[src/lpd_pkg.sv]
// shared types and constants for the length prefix deframer
package lpd_pkg;

    // header length in bytes, range 1 to 8
    localparam int unsigned HEADER_BYTES = 4;

    localparam int unsigned CNT_W = 3;
    localparam int unsigned LEN_W = 32;
    localparam int unsigned BYTE_W = 8;
    localparam int unsigned STATUS_W = 2;

    // counter value at which the header is complete (counter wraps modulo 8)
    localparam logic [CNT_W-1:0] HDR_CNT_END = CNT_W'(HEADER_BYTES);

    localparam logic [LEN_W-1:0] MAX_LEN_RESET = 32'd1048576;

    // result status codes
    localparam logic [STATUS_W-1:0] ST_PAYLOAD   = 2'd0;
    localparam logic [STATUS_W-1:0] ST_ZERO_LEN  = 2'd1;
    localparam logic [STATUS_W-1:0] ST_TOO_LARGE = 2'd2;

    typedef struct packed {
        logic [BYTE_W-1:0]   payload_byte;
        logic                frame_last;
        logic [STATUS_W-1:0] status;
    } lpd_result_t;

endpackage

[src/lpd_in_stage.sv]
// input register stage: holds one received byte until the parser takes it
module lpd_in_stage (
    input  logic                        aclk,
    input  logic                        aresetn,
    input  logic                        s_tvalid,
    output logic                        s_tready,
    input  logic [lpd_pkg::BYTE_W-1:0]  s_tdata,
    input  logic                        take,
    output logic                        held_valid,
    output logic [lpd_pkg::BYTE_W-1:0]  held_byte
);

    logic                       valid_reg;
    logic                       valid_next;
    logic [lpd_pkg::BYTE_W-1:0] byte_reg;

    assign s_tready   = !valid_reg || take;
    assign held_valid = valid_reg;
    assign held_byte  = byte_reg;

    always_comb begin
        valid_next = valid_reg;
        if (take) begin
            valid_next = 1'b0;
        end
        if (s_tvalid && s_tready) begin
            valid_next = 1'b1;
        end
    end

    always_ff @(posedge aclk) begin
        if (!aresetn) begin
            valid_reg <= 1'b0;
        end else begin
            valid_reg <= valid_next;
        end
    end

    always_ff @(posedge aclk) begin
        if (s_tvalid && s_tready) begin
            byte_reg <= s_tdata;
        end
    end

endmodule

[src/lpd_parser.sv]
// frame parser: header assembly, length check, payload count and error lock
module lpd_parser (
    input  logic                        aclk,
    input  logic                        aresetn,
    input  logic                        cfg_wr_en,
    input  logic [lpd_pkg::LEN_W-1:0]   cfg_wr_data,
    input  logic                        proc_en,
    input  logic [lpd_pkg::BYTE_W-1:0]  rx_byte,
    output logic                        res_valid,
    output lpd_pkg::lpd_result_t        res
);

    logic [lpd_pkg::LEN_W-1:0] max_len_reg;
    logic [lpd_pkg::CNT_W-1:0] hdr_cnt_reg;
    logic [lpd_pkg::CNT_W-1:0] hdr_cnt_next;
    logic [lpd_pkg::LEN_W-1:0] acc_reg;
    logic [lpd_pkg::LEN_W-1:0] acc_next;
    logic [lpd_pkg::LEN_W-1:0] remain_reg;
    logic [lpd_pkg::LEN_W-1:0] remain_next;
    logic                      locked_reg;
    logic                      locked_next;
    logic [lpd_pkg::LEN_W-1:0] acc_upd;
    logic [lpd_pkg::LEN_W-1:0] remain_dec;

    assign remain_dec = remain_reg - {{(lpd_pkg::LEN_W-1){1'b0}}, 1'b1};

    // place the byte at its header position, a nonzero byte at a later position saturates
    always_comb begin
        acc_upd = acc_reg;
        if (hdr_cnt_reg < 3'd4) begin
            case (hdr_cnt_reg[1:0])
                2'd0:    acc_upd = acc_reg | {24'd0, rx_byte};
                2'd1:    acc_upd = acc_reg | {16'd0, rx_byte, 8'd0};
                2'd2:    acc_upd = acc_reg | {8'd0, rx_byte, 16'd0};
                default: acc_upd = acc_reg | {rx_byte, 24'd0};
            endcase
        end else if (rx_byte != '0) begin
            acc_upd = '1;
        end
    end

    always_comb begin
        hdr_cnt_next = hdr_cnt_reg;
        acc_next     = acc_reg;
        remain_next  = remain_reg;
        locked_next  = locked_reg;
        res_valid    = 1'b0;
        res          = '{payload_byte: rx_byte, frame_last: 1'b0,
                         status: lpd_pkg::ST_PAYLOAD};
        if (proc_en && !locked_reg) begin
            if (remain_reg != '0) begin
                remain_next    = remain_dec;
                res_valid      = 1'b1;
                res.frame_last = (remain_dec == '0);
            end else begin
                hdr_cnt_next = hdr_cnt_reg + {{(lpd_pkg::CNT_W-1){1'b0}}, 1'b1};
                acc_next     = acc_upd;
                if (hdr_cnt_next == lpd_pkg::HDR_CNT_END) begin
                    hdr_cnt_next = '0;
                    acc_next     = '0;
                    if (acc_upd == '0) begin
                        locked_next = 1'b1;
                        res_valid   = 1'b1;
                        res         = '{payload_byte: '0, frame_last: 1'b0,
                                        status: lpd_pkg::ST_ZERO_LEN};
                    end else if (acc_upd > max_len_reg) begin
                        locked_next = 1'b1;
                        res_valid   = 1'b1;
                        res         = '{payload_byte: '0, frame_last: 1'b0,
                                        status: lpd_pkg::ST_TOO_LARGE};
                    end else begin
                        remain_next = acc_upd;
                    end
                end
            end
        end
    end

    always_ff @(posedge aclk) begin
        if (!aresetn) begin
            max_len_reg <= lpd_pkg::MAX_LEN_RESET;
            hdr_cnt_reg <= '0;
            acc_reg     <= '0;
            remain_reg  <= '0;
            locked_reg  <= 1'b0;
        end else begin
            if (cfg_wr_en) begin
                max_len_reg <= cfg_wr_data;
            end
            hdr_cnt_reg <= hdr_cnt_next;
            acc_reg     <= acc_next;
            remain_reg  <= remain_next;
            locked_reg  <= locked_next;
        end
    end

    // an error result always leaves the parser locked
    a_err_locks: assert property (@(posedge aclk) disable iff (!aresetn)
        (res_valid && res.status != lpd_pkg::ST_PAYLOAD) |=> locked_reg)
        else $error("error result without lock");

    // once locked, only reset clears the lock
    a_lock_sticks: assert property (@(posedge aclk) disable iff (!aresetn)
        locked_reg |=> locked_reg)
        else $error("lock dropped without reset");

    // no header progress while a payload is still outstanding
    a_hdr_idle_in_payload: assert property (@(posedge aclk) disable iff (!aresetn)
        (remain_reg != '0) |-> (hdr_cnt_reg == '0 && acc_reg == '0))
        else $error("header state busy inside a payload");

    // payload results only come from payload bytes
    a_payload_src: assert property (@(posedge aclk) disable iff (!aresetn)
        (res_valid && res.status == lpd_pkg::ST_PAYLOAD) |-> (remain_reg != '0))
        else $error("payload result outside a payload");

endmodule

[src/lpd_out_stage.sv]
// result register stage: holds one result beat until the sink takes it
module lpd_out_stage (
    input  logic                            aclk,
    input  logic                            aresetn,
    input  logic                            load,
    input  logic                            res_valid,
    input  lpd_pkg::lpd_result_t            res,
    output logic                            free,
    output logic                            m_tvalid,
    input  logic                            m_tready,
    output logic [lpd_pkg::BYTE_W-1:0]      m_tdata,
    output logic                            m_tlast,
    output logic [lpd_pkg::STATUS_W-1:0]    m_tuser
);

    logic                 valid_reg;
    logic                 valid_next;
    lpd_pkg::lpd_result_t res_reg;

    assign free     = !valid_reg || m_tready;
    assign m_tvalid = valid_reg;
    assign m_tdata  = res_reg.payload_byte;
    assign m_tlast  = res_reg.frame_last;
    assign m_tuser  = res_reg.status;

    always_comb begin
        valid_next = valid_reg;
        if (valid_reg && m_tready) begin
            valid_next = 1'b0;
        end
        if (load && res_valid) begin
            valid_next = 1'b1;
        end
    end

    always_ff @(posedge aclk) begin
        if (!aresetn) begin
            valid_reg <= 1'b0;
        end else begin
            valid_reg <= valid_next;
        end
    end

    always_ff @(posedge aclk) begin
        if (load && res_valid) begin
            res_reg <= res;
        end
    end

endmodule

[src/length_prefix_deframer.sv]
// top level of the cut-through length prefix deframer
// path: an accepted byte passes the input register, the parser logic and the
// result register before its payload or error beat leaves
// throughput: one byte per cycle while the sink is ready; a stalled sink holds the input
// header bytes give no beat; after an error beat all bytes are dropped
// reset: synchronous on aresetn low, clears the valid flags and parser state, max length 1048576
module length_prefix_deframer (
    input  logic        aclk,
    input  logic        aresetn,
    // configuration: max_frame_length
    input  logic        cfg_wr_en,
    input  logic [31:0] cfg_wr_data,
    // input stream
    input  logic        s_axis_tvalid,
    output logic        s_axis_tready,
    input  logic [7:0]  s_axis_tdata,   // [7:0] rx_byte
    // result stream
    output logic        m_axis_tvalid,
    input  logic        m_axis_tready,
    output logic [7:0]  m_axis_tdata,   // [7:0] payload_byte
    output logic        m_axis_tlast,   // frame_last
    output logic [1:0]  m_axis_tuser    // [1:0] status
);

    // held byte from the input register
    logic                       held_valid;
    logic [lpd_pkg::BYTE_W-1:0] held_byte;
    // output register can take a beat this cycle
    logic                       out_free;
    // held byte moves through the parser this cycle
    logic                       advance;
    logic                       res_valid;
    lpd_pkg::lpd_result_t       res;

    // a byte moves on only when the result register is empty or draining,
    // so header bytes also wait behind a stalled sink, though they give no beat
    assign advance = held_valid && out_free;

    lpd_in_stage u_in (
        .aclk       (aclk),
        .aresetn    (aresetn),
        .s_tvalid   (s_axis_tvalid),
        .s_tready   (s_axis_tready),
        .s_tdata    (s_axis_tdata),
        .take       (advance),
        .held_valid (held_valid),
        .held_byte  (held_byte)
    );

    // parser holds the limit register, header count, length and lock
    lpd_parser u_parser (
        .aclk        (aclk),
        .aresetn     (aresetn),
        .cfg_wr_en   (cfg_wr_en),
        .cfg_wr_data (cfg_wr_data),
        .proc_en     (advance),
        .rx_byte     (held_byte),
        .res_valid   (res_valid),
        .res         (res)
    );

    lpd_out_stage u_out (
        .aclk      (aclk),
        .aresetn   (aresetn),
        .load      (advance),
        .res_valid (res_valid),
        .res       (res),
        .free      (out_free),
        .m_tvalid  (m_axis_tvalid),
        .m_tready  (m_axis_tready),
        .m_tdata   (m_axis_tdata),
        .m_tlast   (m_axis_tlast),
        .m_tuser   (m_axis_tuser)
    );

endmodule
[config.mk]
export PLATFORM = sky130hd
export DESIGN_NAME = length_prefix_deframer
export DESIGN_NICKNAME = d
export VERILOG_FILES = /design/src/lpd_pkg.sv /design/src/lpd_in_stage.sv /design/src/lpd_parser.sv /design/src/lpd_out_stage.sv /design/src/length_prefix_deframer.sv
export SDC_FILE = /design/constraint.sdc
export NUM_CORES = 1
export LEC_CHECK = 0
export BUFFER_PORTS_ARGS = -buffer_cell sky130_fd_sc_hd__buf_2
export CORE_MARGIN = 1.5
export CORE_UTILIZATION = 50
export CTS_CLUSTER_DIAMETER = 30
export DETAILED_ROUTE_END_ITERATION = 7
export PLACE_DENSITY = 0.68
export SLEW_MARGIN = 10
export SYNTH_ARGS = -nofsm -noshare
export SYNTH_HDL_FRONTEND = slang
export SYNTH_SLANG_ARGS = --single-unit
[constraint.sdc]
create_clock -name aclk -period 10.3 [get_ports aclk]
set_input_delay 0 -clock aclk [delete_from_list [all_inputs] [get_ports aclk]]
set_output_delay 0 -clock aclk [all_outputs]
set_load 0.03 [all_outputs]
After elaboration in Yosys (flattened, before gate mapping). Index checks and enable logic that the tools add are counted.

Add/subtract/negate cells: 2. Order comparisons: 2. Eq/ne operators: 5. Muxes and demuxes: 27. Bitwise logic cells: 7. Reduce and logical (&&, ||, !) cells: 24.

Operators by type and width (number): $mux 32 (7); $pmux 32 s3 (1); $logic_not 32->1 (2); $mux 11 (4); $gt 32x32->1 (1); $or 32x16->32 (1); $or 32x24->32 (1); $or 32x32->32 (1); $or 32x8->32 (1); $reduce_bool 32->1 (1); $sub 32x1->32 const B (1); $mux 1 (12); $mux 8 (1); $reduce_and 4->1 (2); $reduce_bool 2->1 (4); $reduce_bool 8->1 (1); $logic_and 1x1->1 (5); $ne 2x1->1 const B (2); $reduce_or 4->1 (1); $add 3x1->3 const B (1); $eq 3x3->1 const B (1); $logic_not 1->1 (3); $lt 3x3->1 const B (1); $mux 3 (1); other kinds (8) (11).

Register bits after elaboration: 121. Bits of input ports: 45. Output and inout bits: 13. Logic and storage cells: 79.

Longest topological paths before layout.
Depth in word-level cells: 11. Mapped depth: 19. Depth with buffers taken out: 16.

Hierarchy. Synthesis repeated with hierarchy kept, for this count alone.

Cells, all modules: 897. Area total of the unflattened synthesis: 7348.3 um^2.

Modules (own cells, without submodules): lpd_parser (instances 1, cells each 867, area an instance 6661.4 um^2, seq. area each 2001.9 um^2); lpd_out_stage (instances 1, cells each 16, area an instance 382.9 um^2, seq. area each 350.3 um^2); lpd_in_stage (instances 1, cells each 13, area an instance 297.8 um^2, seq. area each 260.2 um^2); length_prefix_deframer (instances 1, cells each 1, area an instance 6.3 um^2, seq. area each 0.0 um^2).

Worst setup path before layout. No wires, ideal clock.

Path kind: reg-to-reg. Start point: register u_parser.hdr_cnt_reg[0] in the netlist's numbering. End point: register u_parser.remain_reg[21] in the netlist's numbering. Library setup time: 0.073 ns. Arrival: 4.148 ns. Required time: 10.227 ns. Path slack: 6.079 ns. Stages on the path, launching flop included: 20. Buffers on the path: 3. Clock period less this slack: 4.221 ns. Path through: dfxtp_1 > inv_1 > ha_1 > clkbuf_1 > or4_1 > clkbuf_1 > a221o_1 > o21ai_0 > inv_1 > ha_1 > nand4_1 > nor2_1 > a221o_1 > o311ai_0 > a21o_1 > o211ai_2 > a21oi_2 > nand2_8 > buf_8 > o22ai_2.

Cells in the longest elaborated chain, start to end: 7. Elaborated cells on any way between the ends: 18. Classes of those cells: 1 x add/sub; 2 x order compare; 5 x eq/ne; 6 x mux; 4 x reduce/logical.

RTL lines: from (decl) (line lpd_parser.sv:14) `logic [lpd_pkg::CNT_W-1:0] hdr_cnt_reg;`; from (signal assigned) (line lpd_parser.sv:90) `hdr_cnt_reg <= hdr_cnt_next;`; branches (longest 7 deep; another with $gt 32x32->1); to (signal assigned) (line lpd_parser.sv:92) `remain_reg <= remain_next;`; to (decl) (line lpd_parser.sv:18) `logic [lpd_pkg::LEN_W-1:0] remain_reg;`.

Parallel ways; which one is timed is not known. The select of a mux whose other input is x is not followed. A chain may end at the register's enable or synchronous reset.

Worst setup path in the final report.
Start point: register u_parser.hdr_cnt_reg[0] in the netlist's numbering. End point: register u_parser.remain_reg[14] in the netlist's numbering.

Same word-level chain as after synthesis.

==> flow_metrics.py <==
metrics = {
    "timing": {
        "fin_crit_sh": 0.547,
        "tightest_slew_ps": 1140,
        "layout_min_cycle_time_ps": 5640,
        "setup_ws_ps": 4660,
        "finalSetupViolCount": 0,
        "holdWs_ps": 276,
        "clock.fmax_mhz": 177,
        "drv_slew": 0,
        "slew_headroom": 0.240,
        "finClkSkew_ps": 9.12,
        "hold_viol": 0,
        "tns_ps": 0,
        "grt_setup_unrepaired": "no",
    },
    "setup_path": {
        "start_kind": "flop",
        "cp.arrival_ps": 5980,
        "cpMaxStageDelayCell": "nor3b_1",
        "crit_family": "compound AO/OA/AOI/OAI gates",
        "cp_num_buf_inv": 0,
        "crit_path_end_kind": "flop",
        "worst-path-max-fanout": 27,
        "max_stage_delay_ps": 1040,
        "cp_data_required_time_ps": 10640,
        "crit_chain": "ha_1 -> nor3b_1 -> a21oi_1 -> o21ai_0 -> ha_1 -> a21oi_1 -> o21ai_0 -> a221o_1 -> a2111oi_0 -> a21o_1 -> o211ai_2 -> a21oi_2 -> nand2_8 -> o22ai_2",
        "critPathKind": "reg -> reg",
    },
    "clocking": {
        "cts_max_path_buffers": 2,
        "clk_pin_slew_ps": 50,
        "cts_tree": "done",
        "cts_root_buf": "clkbuf_16",
        "cts.htree.levels": 4,
        "cts_made_buffers": 17,
        "cts_sinks": 121,
        "cts_setup_buffers": 0,
        "clock_latency_ps": 420,
    },
    "placed_design": {
        "portBuffers": 57,
        "gp_congestion": 0.979,
        "pre_cts_slack_ps": 4910,
        "hpwl_um": 14600,
    },
    "floorplan": {
        "die-area_mm2": 0.0158,
        "die_h_um": 126,
        "ios": 58,
        "fp-row-count": 44,
        "start_util": 0.516,
        "fp.coreArea_mm2": 0.0146,
        "die_x_um": 126,
    },
    "run_status": {
        "status": "completed",
    },
    "power_and_ir_drop": {
        "vdd_ir_drop_max_v": 0.000120,
        "powerDensity_mw_per_mm2": 155,
        "power.leakage_nw": 3.40,
    },
    "yosys": {
        "synthFlopType": "dfxtp_1",
        "synth_seq_cells": 121,
        "ys_warn_count": 0,
        "synthMuxAreaShare": 0.0411,
        "synth_compound_area_frac": 0.233,
        "synth_fa_ha_area_frac": 0.0679,
        "yosysMostFrequentCell": "dfxtp_1",
        "synth_top_family_by_area": "simple AND/OR/NAND/NOR gates",
        "synth-xor-area-share": 0.0104,
        "synth_edf_count": 19,
        "async_flop_share": 0,
        "syn_area_mm2": 0.00755,
        "synthTopCellsByArea": "dfxtp_1 27%, edfxtp_1 7.6%, ha_1 6.8%",
        "synth_common_cells": "102 x dfxtp_1, 75 x nand2_1, 71 x a21oi_1",
        "synth.largest_area_cell": "dfxtp_1",
        "synth_top_area_frac": 0.270,
        "synthSimpleGateAreaFrac": 0.242,
        "synth.distinct_cells": 72,
        "ys_seq_area_frac": 0.346,
        "syn_inst": 896,
        "syn_nets": 982,
        "avgSynthCellArea_um2": 8.43,
    },
    "global_route": {
        "grt_max_degree": 79,
        "grt_use_total": 0.280,
        "grt_pass1_wl_um": 35100,
        "grt_overflow": 0,
        "grt_pass1_vias": 6603,
        "grt_antenna_before_repair": 0,
    },
    "cells_and_area": {
        "fin_nets": 1046,
        "syn2layout_area_growth_pct": 16.6,
        "antennaDiodeCount": 0,
        "drive_above_1_share": 0.130,
    },
    "route": {
        "first_iter_violations": 726,
        "antenna_left": 0,
        "totalWireLength_um": 21800,
        "drcViolationCount": 0,
        "avgRoutedWirePerCell_um": 18.9,
        "firstDrtPassIters": 7,
        "vias_per_cell": 6.10,
        "vias": 7043,
    },
    "run": {
        "drv_cap": 0,
    },
    "worst_hold_path": {
        "hold_path.class": "in -> reg",
    },
}
-- what timing repair did --
action,in CTS,in global routing
gates resized for setup,0,0
hold endpoints to repair,42,0
endpoints found under the setup margin,0,0
hold buffers,43,0
-- worst paths after layout --
kind	from	to	slack, ps	cells after the start
worst max-delay path	u_parser.hdr_cnt_reg[0]	u_parser.remain_reg[14]	4660	14
worst min-delay path	aresetn	u_out.m_tvalid	280	3
worst max register to register	u_parser.hdr_cnt_reg[0]	u_parser.remain_reg[14]	4660	14
worst min register to register	u_parser.remain_reg[1]	u_parser.remain_reg[1]	470	2
-- cells in the final DEF (no fill, tap or decap), types with 8 or more instances in the layout --
cell	netlist	routed
nor3_1	32	32
or3_1	9	9
o22ai_2	20	20
buf_2	12	57
ha_1	41	41
mux2i_1	31	31
o22ai_1	13	13
nand4_1	9	9
a21oi_1	71	71
clkbuf_16	0	18
nor2_1	39	39
a21boi_0	32	32
dfxtp_1	102	102
dlygate4sd3_1	0	43
inv_1	45	45
nand3_1	41	41
and2_1	18	18
nor4_1	19	19
o31ai_1	11	11
o21ai_0	34	34
or4_1	13	13
edfxtp_1	19	19
buf_4	0	8
nor3b_1	8	8
nand2_1	75	75
nor2b_1	44	44
-- worst min-delay path: stages --
cell,delay [ps]
buf_2,100
buf_4,330
o21a_1,200
-- where the power goes --
| group | leakage [nW] | switching [mW] | internal, mW |
|---|---|---|---|
| registers | 1.01 | 0.0180 | 0.498 |
| logic | 2.12 | 0.190 | 0.112 |
| clock network | 0.264 | 0.203 | 0.342 |
| total | 3.40 | 0.411 | 0.953 |
-- cell families (layout without fill, tap and decap cells) --
logic type	after synthesis	count (layout)
xor+xnor	9	9
simple gates	339	339
compound gates	247	247
flops	121	121
fa+ha+maj	41	41
mux	31	31
buf+inv	108	182
-- metal layers --
| metal | wire length (um) | GRT usage |
|---|---|---|
| met3 | 1620 | 0.0599 |
| met5 | 0 | 0 |
| met4 | 901 | 0.147 |
| met2 | 9680 | 0.431 |
| met1 | 9620 | 0.370 |
-- per-stage QoR --
stage,power (mW),std cells,utilization,instance area (um2)
after floorplan,0.732,896,-,7550
after global routing,1.42,1154,0.601,8800
after detailed placement,0.808,1082,0.535,7840
final,1.36,1154,0.601,8800
after CTS,1.37,1154,0.601,8800
after global placement,0.807,1082,0.535,7840
-- cell type report --
type,instances,area (um2)
Fill cell,1267,5840
Sequential cell,121,2610
Inverter,45,169
Clock buffer,27,524
Tap cell,184,230
Timing Repair Buffer,108,776
Clock inverter,2,10.0
Multi-Input combinational cell,667,4480
Note: power is estimated with default switching activity, not from simulation.
